[src/rtl/mjlr_pkg.sv]
`timescale 1ns / 1ps
package mjlr_pkg;

    localparam int JOINT_COUNT = 6;
    localparam int POS_W       = 16;
    localparam int JIDX_W      = 3;
    localparam int PROG_W      = 17;
    localparam int DIV_STEPS   = 16;
    localparam int CNT_W       = $clog2(DIV_STEPS);

    typedef enum logic [2:0] {
        OP_LOAD  = 3'd0,
        OP_START = 3'd1,
        OP_TICK  = 3'd2,
        OP_STOP  = 3'd3,
        OP_QUERY = 3'd4
    } t_op;

    typedef enum logic [1:0] {
        KIND_CMD  = 2'd0,
        KIND_DONE = 2'd1,
        KIND_PROG = 2'd2
    } t_kind;

    typedef struct packed {
        logic accept;
        logic mask_ld;
        logic scan;
        logic mul;
        logic div_step;
        logic max_ld;
        logic q_setup;
        logic emit;
    } t_cmd;

    typedef struct packed {
        logic active;
        logic mask_zero;
        logic div_last;
        logic out_free;
        logic q_trivial;
        logic more_cmds;
    } t_sts;

endpackage

[src/rtl/multi_joint_linear_ramp.sv]
`timescale 1ns / 1ps
// Load, start and stop give no result; a tick while idle likewise.
// A tick while running loads the mask of moving joints; for each one it multiplies,
// divides in the shared 16-step restoring divider and emits; a done result ends it.
// A query divides by the longest duration when needed. One item is worked at a time.
// Synchronous active-low reset clears all joint targets, durations, time and the flag.
module multi_joint_linear_ramp (
    input  logic                                i_clk,
    input  logic                                i_rst_n,
    input  logic                                i_valid,
    output logic                                o_ready,
    input  logic [2:0]                          i_operation,
    input  logic [mjlr_pkg::JIDX_W-1:0]         i_joint,
    input  logic [mjlr_pkg::POS_W-1:0]          i_target_position,
    input  logic [mjlr_pkg::POS_W-1:0]          i_duration_ms,
    output logic                                o_valid,
    input  logic                                i_ready,
    output logic [1:0]                          o_kind,
    output logic [mjlr_pkg::JIDX_W-1:0]         o_joint_index,
    output logic [mjlr_pkg::POS_W-1:0]          o_joint_position,
    output logic [mjlr_pkg::PROG_W-1:0]         o_progress_q16,
    output logic                                o_running,
    output logic                                o_last
);
    import mjlr_pkg::*;

    t_cmd cmd;
    t_sts sts;

    mjlr_ctrl u_ctrl (
        .i_clk       (i_clk),
        .i_rst_n     (i_rst_n),
        .i_valid     (i_valid),
        .i_operation (i_operation),
        .i_sts       (sts),
        .o_ready     (o_ready),
        .o_cmd       (cmd)
    );

    mjlr_dpath u_dpath (
        .i_clk             (i_clk),
        .i_rst_n           (i_rst_n),
        .i_cmd             (cmd),
        .o_sts             (sts),
        .i_operation       (i_operation),
        .i_joint           (i_joint),
        .i_target_position (i_target_position),
        .i_duration_ms     (i_duration_ms),
        .i_ready           (i_ready),
        .o_valid           (o_valid),
        .o_kind            (o_kind),
        .o_joint_index     (o_joint_index),
        .o_joint_position  (o_joint_position),
        .o_progress_q16    (o_progress_q16),
        .o_running         (o_running),
        .o_last            (o_last)
    );

endmodule

[src/rtl/mjlr_ctrl.sv]
`timescale 1ns / 1ps
module mjlr_ctrl (
    input  logic            i_clk,
    input  logic            i_rst_n,
    input  logic            i_valid,
    input  logic [2:0]      i_operation,
    input  mjlr_pkg::t_sts  i_sts,
    output logic            o_ready,
    output mjlr_pkg::t_cmd  o_cmd
);
    import mjlr_pkg::*;

    typedef enum logic [7:0] {
        S_IDLE = 8'b0000_0001,
        S_MASK = 8'b0000_0010,
        S_CHK  = 8'b0000_0100,
        S_MUL  = 8'b0000_1000,
        S_DIV  = 8'b0001_0000,
        S_MAX  = 8'b0010_0000,
        S_QCHK = 8'b0100_0000,
        S_EMIT = 8'b1000_0000
    } t_state;

    t_state r_state;
    t_state n_state;
    t_op    op;

    assign op      = t_op'(i_operation);
    assign o_ready = (r_state == S_IDLE);

    always_comb begin
        n_state = r_state;
        o_cmd   = '0;
        unique case (r_state)
            S_IDLE: begin
                if (i_valid) begin
                    o_cmd.accept = 1'b1;
                    if (op == OP_TICK && i_sts.active) begin
                        n_state = S_MASK;
                    end else if (op == OP_QUERY) begin
                        n_state = S_MAX;
                    end
                end
            end
            S_MASK: begin
                o_cmd.mask_ld = 1'b1;
                n_state = S_CHK;
            end
            S_CHK: begin
                o_cmd.scan = 1'b1;
                n_state = i_sts.mask_zero ? S_EMIT : S_MUL;
            end
            S_MUL: begin
                o_cmd.mul = 1'b1;
                n_state = S_DIV;
            end
            S_DIV: begin
                o_cmd.div_step = 1'b1;
                if (i_sts.div_last) begin
                    n_state = S_EMIT;
                end
            end
            S_MAX: begin
                o_cmd.max_ld = 1'b1;
                n_state = S_QCHK;
            end
            S_QCHK: begin
                o_cmd.q_setup = 1'b1;
                n_state = i_sts.q_trivial ? S_EMIT : S_DIV;
            end
            S_EMIT: begin
                if (i_sts.out_free) begin
                    o_cmd.emit = 1'b1;
                    n_state = i_sts.more_cmds ? S_CHK : S_IDLE;
                end
            end
            default: n_state = S_IDLE;
        endcase
    end

    always_ff @(posedge i_clk) begin
        if (!i_rst_n) begin
            r_state <= S_IDLE;
        end else begin
            r_state <= n_state;
        end
    end

endmodule

[src/rtl/mjlr_dpath.sv]
`timescale 1ns / 1ps
module mjlr_dpath (
    input  logic                          i_clk,
    input  logic                          i_rst_n,
    input  mjlr_pkg::t_cmd                i_cmd,
    output mjlr_pkg::t_sts                o_sts,
    input  logic [2:0]                    i_operation,
    input  logic [mjlr_pkg::JIDX_W-1:0]   i_joint,
    input  logic [mjlr_pkg::POS_W-1:0]    i_target_position,
    input  logic [mjlr_pkg::POS_W-1:0]    i_duration_ms,
    input  logic                          i_ready,
    output logic                          o_valid,
    output logic [1:0]                    o_kind,
    output logic [mjlr_pkg::JIDX_W-1:0]   o_joint_index,
    output logic [mjlr_pkg::POS_W-1:0]    o_joint_position,
    output logic [mjlr_pkg::PROG_W-1:0]   o_progress_q16,
    output logic                          o_running,
    output logic                          o_last
);
    import mjlr_pkg::*;

    logic [POS_W-1:0]       r_tgt [JOINT_COUNT];
    logic [POS_W-1:0]       r_dur [JOINT_COUNT];
    logic [POS_W-1:0]       r_elapsed;
    logic                   r_active;
    logic [JOINT_COUNT-1:0] r_mask;
    logic [JIDX_W-1:0]      r_sel;
    logic [POS_W-1:0]       r_mul_a;
    logic [POS_W-1:0]       r_div;
    logic [POS_W-1:0]       r_rem;
    logic [POS_W-1:0]       r_quo;
    logic [CNT_W-1:0]       r_cnt;
    t_kind                  r_kind;
    logic                   r_sat;
    logic                   r_out_valid;

    logic [JOINT_COUNT-1:0] n_mask;
    logic [JOINT_COUNT-1:0] mask_clr;
    logic [JIDX_W-1:0]      low_sel;
    logic [POS_W-1:0]       max_dur;
    logic [2*POS_W-1:0]     product;
    logic [POS_W:0]         trial;
    logic [POS_W:0]         diff;
    logic                   ge;
    logic                   out_free;
    t_op                    op;

    assign op = t_op'(i_operation);

    always_comb begin
        n_mask  = '0;
        low_sel = '0;
        max_dur = '0;
        for (int i = 0; i < JOINT_COUNT; i++) begin
            n_mask[i] = r_dur[i] > r_elapsed;
            if (r_dur[i] > max_dur) begin
                max_dur = r_dur[i];
            end
        end
        for (int i = JOINT_COUNT - 1; i >= 0; i--) begin
            if (r_mask[i]) begin
                low_sel = JIDX_W'(i);
            end
        end
        mask_clr = r_mask;
        for (int i = 0; i < JOINT_COUNT; i++) begin
            if (JIDX_W'(i) == low_sel) begin
                mask_clr[i] = 1'b0;
            end
        end
    end

    assign product  = r_mul_a * r_elapsed;
    assign trial    = {r_rem, r_quo[POS_W-1]};
    assign diff     = trial - {1'b0, r_div};
    assign ge       = !diff[POS_W];
    assign out_free = !r_out_valid || i_ready;

    assign o_sts.active    = r_active;
    assign o_sts.mask_zero = (r_mask == '0);
    assign o_sts.div_last  = (r_cnt == CNT_W'(DIV_STEPS - 1));
    assign o_sts.out_free  = out_free;
    assign o_sts.q_trivial = !r_active || (r_div == '0) || (r_elapsed >= r_div);
    assign o_sts.more_cmds = (r_kind == KIND_CMD) && (r_mask != '0);

    always_ff @(posedge i_clk) begin
        if (!i_rst_n) begin
            for (int i = 0; i < JOINT_COUNT; i++) begin
                r_tgt[i] <= '0;
                r_dur[i] <= '0;
            end
            r_elapsed   <= '0;
            r_active    <= 1'b0;
            r_out_valid <= 1'b0;
            r_mask      <= '0;
            r_cnt       <= '0;
        end else begin
            if (i_cmd.accept) begin
                unique case (op)
                    OP_LOAD: begin
                        if (32'(i_joint) < JOINT_COUNT) begin
                            r_tgt[i_joint] <= i_target_position;
                            r_dur[i_joint] <= i_duration_ms;
                        end
                    end
                    OP_START: begin
                        r_elapsed <= '0;
                        r_active  <= 1'b1;
                    end
                    OP_TICK: begin
                        if (r_elapsed != '1) begin
                            r_elapsed <= r_elapsed + 1'b1;
                        end
                    end
                    OP_STOP: r_active <= 1'b0;
                    default: ;
                endcase
            end
            if (i_cmd.mask_ld) begin
                r_mask <= n_mask;
            end
            if (i_cmd.scan && r_mask != '0) begin
                r_mask <= mask_clr;
            end
            if (i_cmd.mul || i_cmd.q_setup) begin
                r_cnt <= '0;
            end else if (i_cmd.div_step) begin
                r_cnt <= r_cnt + 1'b1;
            end
            if (i_cmd.emit) begin
                r_out_valid <= 1'b1;
                if (r_kind == KIND_DONE) begin
                    r_active <= 1'b0;
                end
            end else if (i_ready) begin
                r_out_valid <= 1'b0;
            end
        end
    end

    always_ff @(posedge i_clk) begin
        if (i_cmd.scan) begin
            if (r_mask == '0) begin
                r_kind <= KIND_DONE;
            end else begin
                r_kind  <= KIND_CMD;
                r_sel   <= low_sel;
                r_mul_a <= r_tgt[low_sel];
                r_div   <= r_dur[low_sel];
            end
        end
        if (i_cmd.mul) begin
            r_rem <= product[2*POS_W-1:POS_W];
            r_quo <= product[POS_W-1:0];
        end
        if (i_cmd.div_step) begin
            r_rem <= ge ? diff[POS_W-1:0] : trial[POS_W-1:0];
            r_quo <= {r_quo[POS_W-2:0], ge};
        end
        if (i_cmd.max_ld) begin
            r_div  <= max_dur;
            r_kind <= KIND_PROG;
        end
        if (i_cmd.q_setup) begin
            r_sat <= o_sts.q_trivial;
            r_rem <= r_elapsed;
            r_quo <= '0;
        end
        if (i_cmd.emit) begin
            o_kind           <= r_kind;
            o_joint_index    <= (r_kind == KIND_CMD) ? r_sel : '0;
            o_joint_position <= (r_kind == KIND_CMD) ? r_quo : '0;
            o_running        <= (r_kind == KIND_DONE) ? 1'b0 : r_active;
            o_last           <= (r_kind == KIND_CMD) ? (r_mask == '0) : 1'b1;
            if (r_kind == KIND_PROG) begin
                o_progress_q16 <= r_sat ? PROG_W'(1 << POS_W) : {1'b0, r_quo};
            end else begin
                o_progress_q16 <= '0;
            end
        end
    end

    assign o_valid = r_out_valid;

endmodule
[config.mk]
export PLATFORM = sky130hd
export DESIGN_NAME = multi_joint_linear_ramp
export DESIGN_NICKNAME = d
export VERILOG_FILES = /design/src/rtl/mjlr_pkg.sv /design/src/rtl/multi_joint_linear_ramp.sv /design/src/rtl/mjlr_ctrl.sv /design/src/rtl/mjlr_dpath.sv
export SDC_FILE = /design/constraint.sdc
export NUM_CORES = 2
export LEC_CHECK = 0
export BUFFER_PORTS_ARGS = -buffer_cell sky130_fd_sc_hd__buf_4
export CORE_UTILIZATION = 47
export CTS_CLUSTER_SIZE = 24
export DETAILED_ROUTE_END_ITERATION = 16
export HOLD_SLACK_MARGIN = 0.08
export PLACE_DENSITY_LB_ADDON = 0.15
export SLEW_MARGIN = 20
export SYNTH_ARGS = -nofsm -noshare
export SYNTH_HDL_FRONTEND = slang
export SYNTH_SLANG_ARGS = --single-unit
[constraint.sdc]
create_clock -name i_clk -period 28.3 [get_ports i_clk]
set_input_delay 1.415 -clock i_clk [delete_from_list [all_inputs] [get_ports i_clk]]
set_output_delay 1.415 -clock i_clk [all_outputs]
set_load 0.01 [all_outputs]
==> results.txt <==
- Post-detailed-placement half-perimeter wirelength: 68100 um
- Clock Pin Slew Worst Setup and Hold Paths: 60 ps
- Cell count after synthesis: between 3k and 4k
- Setup violations remaining at the end of the flow were counted as 0.
- Power spread over the standard cell area amounts to 40.1 mW/mm^2.
* CTS tree: built
* Routed length on met2: 43900 um
* Antenna violations before repair: 1
- Clk sink count: 338
- Number of hold-slack violations in the final timing report: 0
- The share of the Yosys chip area taken by registers is 0.330.
* Filler instances: ~5.6k
- First-pass GRT wire length: about 140000 um
- Post-Route M1 WL: around 38000 um
- The pre-antenna-repair detailed-routing pass consisted of 6 iterations.
- The repair_antennas step left the layout with diodes totalling 0.
* Setup Buffers After CTS: 0
* Critical path peak fanout: 31
* Area share of fa/ha/maj cells after synthesis: 0.267
* Hold WC Path Type: reg2reg
- Cell count after placement: about 3.9k
* YS warnings: 0
- For this design the top-level I/O count stands at 84.
- Quantity of gates resized following cts: 0
* Slew at the pin closest to its max-slew limit: about 1100 ps
- The most used flip-flop cell after synthesis is edfxtp_1.
* FF-to-FF setup slack: 14370 ps
- Number of core rows: 90
* Setup repair after global routing missed its margin: false
* Non-filler cells, final: 3946
* Starting Density: 0.479
* Total core area: 0.0608 mm^2
- Cell taking the most area after synthesis: edfxtp_1
- Die extent in y: 251 um
- Aggregate global routing overflow: 0
- The later pin in the worst-skew pair is clocked with a latency of 590 ps.
- Count of flip-flops with a built-in enable after synthesis: roughly 280
- Dominant combinational cell family by area after synthesis: adder cells
- Cell area after synthesis: between 0.02 and 0.03 mm^2
* Area share of the largest cell type after synthesis: 0.293
* Number of nets in the synthesized netlist: 3640
* Required @ worst endpoint: about 29000 ps
* Horizontal extent of the die: around 250 um
- Die area: 0.0630 mm^2
- The first routing iteration left 1963 violations.
- Post-route worst setup slack: 14370 ps
- The post-synthesis compound-gate area fraction was 0.118.
- Outcome: finished, final reports clean
* Startpoint type of the worst setup path: flip-flop
- Measured against the total synthesized area, the mux share comes to 0.0283.
- Vias in the first global route: between 20k and 25k
- Number of buffers inserted for hold repair after clock tree synthesis: 0
- Counting I/O delays and the setup requirement, the final critical path takes between 10000 and 15000 ps.
- Max-cap viol count: 0
- In this run the top signal layer used is met5.
- The total count of max-transition violations in the final report came to 0.
- Post-DRT Antenna Nets: 0
- Post-route DRC: 0
* Worst Path Class, Setup: reg2reg
- On the worst path, the slowest cell contributes a delay of 970 ps.
* Average routed wire per standard cell: 23.1 um
- Drt total wl: 91200 um
- For the worst setup path, the data arrival time is 14240 ps.
* Synth Area per Inst: 9.42 um^2
- Critical path's slowest cell: a211oi_4
- Post-synth ARST share: 0
- Cell types with the highest counts after synthesis: nand2_1 (396), inv_1 (378), ha_1 (309)
- Global-route usage over all layers: 0.290
- Of the total synthesized cell area, the portion taken by AND, OR, NAND and NOR gates is 0.174.
* Synth-to-Final Area Change: 10.1%
- Routed wl met3: 6120 um
- Worst clock skew: ~35 ps
- Layout cell share with drive strength beyond 1: 0.0790
* Upper clock frequency limit: 71.8 MHz
- Final RePlAce weighted congestion: 0.956
- Number of distinct library cells after synthesis: 84
- VDD IR max: 0.0399 mV
- Aggregate negative setup slack: 0 ps
* Clock tree root buffer cell: clkbuf_16
- Counting the buffers created by CTS gives 42.
* Vias per Instance: approximately 5.9
- Headroom to the max-slew limit came out at 0.266.
* Share of the clock period used by the worst path: 0.492
- STA classifies the critical path endpoint as a flip-flop.
* Count of vias placed by the detailed router: 23.2k
- Synth Area in XOR/XNOR: 0.0165
- Post-Route Utilization: 0.528
- Counting along the longest clock path gives a buffer depth of 3.
- Yosys attributes the largest share of cell area to edfxtp_1 (29%), fa_1 (13%), ha_1 (13%).
- Number of nets in the finished design: 3677
- Total power for the finished layout comes to 0.00129 W.
- Summing all flip-flop and latch instances after layout gives 0.00961 mm^2.
- The clock tree synthesis step divided the H-tree into 2 levels.
* Area of combinational cells with multiple inputs: 0.0176 mm^2
* Port bufs: 83
- P_leak: ~14 nW
- Flip-flop and latch count after synthesis: 338
- Entering global routing, the biggest net connects 51 pins.
* Cell with the most instances after synthesis: nand2_1
* Post-place setup slack: 14390 ps
[critical path: cells and delay by family (launching register included)]
| kind | cells | cell delay, ps |
|---|---|---|
| compound gates | 25 | 6650 |
| simple gates | 15 | 2620 |
| fa+ha+maj | 5 | 1470 |
| buf+inv | 4 | 1230 |
| mux | 3 | 1180 |
| flops | 1 | 440 |
[layout by cell type (no fill, tap or decap), types with 7 or more instances in the layout]
cell	count
nand2_1	396
inv_1	378
ha_1	309
edfxtp_1	284
nor2_1	265
fa_1	195
buf_4	130
a21oi_1	128
and2_1	125
nand3_1	125
o21ai_0	89
a21o_1	66
o211ai_1	54
dfxtp_1	54
mux2i_1	49
clkbuf_16	46
nand4_1	41
xnor2_1	39
o21a_1	35
nor3_1	26
nand2b_1	26
nor4_1	17
a22oi_1	17
xor2_1	16
o31ai_1	16
a2bb2oi_1	15
mux2_4	14
nor2b_1	13
mux2_2	11
a31oi_1	10
a211oi_1	10
nand3b_1	9
and3_1	9
clkbuf_1	9
or3_1	7
[power breakdown]
part / internal, W / leakage (nW) / switching [W]
combinational: 0.0000664 / 10.2 / 0.0000978
sequential: 0.000549 / 3.26 / 0.0000102
clock: 0.000331 / 0.712 / 0.000233
[kinds of logic after synthesis]
kind of cell / after synthesis
adder cells (fa/ha/maj): 504
buffers and inverters: 519
AND/OR/NAND/NOR: 1092
AO/OA/AOI/OAI: 512
multiplexers: 74
flip-flops: 338
XOR/XNOR: 55
[per-stage QoR]
stage | area (um^2) | hold slack, ps
6_report | 32100 | 480
5_1_grt | 32100 | 512
4_1_cts | 32100 | 483
3_5_place_dp | 30600 | 475
3_3_place_gp | 30600 | 465
2_1_floorplan | 29200 | 454
[registers in the layout, indices dropped and copies added, names as in the netlist, 6 cells and up]
name and count:
u_ctrl.r_state 8, u_dpath.o_joint_position 16, u_dpath.o_progress_q16 17, u_dpath.r_div 16
u_dpath.r_dur 96, u_dpath.r_elapsed 16, u_dpath.r_mask 6, u_dpath.r_mul_a 16
u_dpath.r_quo 16, u_dpath.r_rem 16, u_dpath.r_tgt 96
[layer usage]
metal	vias to the layer above	GRT usage
met1	11500	0.376
li1	10700	-
met2	849	0.492
met5	-	0
met4	2	0.107
met3	165	0.0417
[final cells by class]
type,count,area share
Multi-Input combinational cell,2237,0.550
Sequential cell,338,0.299
Inverter,381,0.0446
Clock buffer,60,0.0390
Timing Repair Buffer,131,0.0310
Tap cell,782,0.0305
Clock inverter,17,0.00592
[worst paths after layout]
path                                       from                            end  cells past startpoint
max          u_dpath.r_dur[1][15]$_SDFFCE_PN0P_    u_dpath.r_div[12]$_DFFE_PP_                     52
min               u_dpath.r_cnt[1]$_SDFFE_PP0P_  u_dpath.r_cnt[1]$_SDFFE_PP0P_                      2
max reg2reg  u_dpath.r_dur[1][15]$_SDFFCE_PN0P_    u_dpath.r_div[12]$_DFFE_PP_                     52
min reg2reg       u_dpath.r_cnt[1]$_SDFFE_PP0P_  u_dpath.r_cnt[1]$_SDFFE_PP0P_                      2
Power figures use the tool's default switching activity.
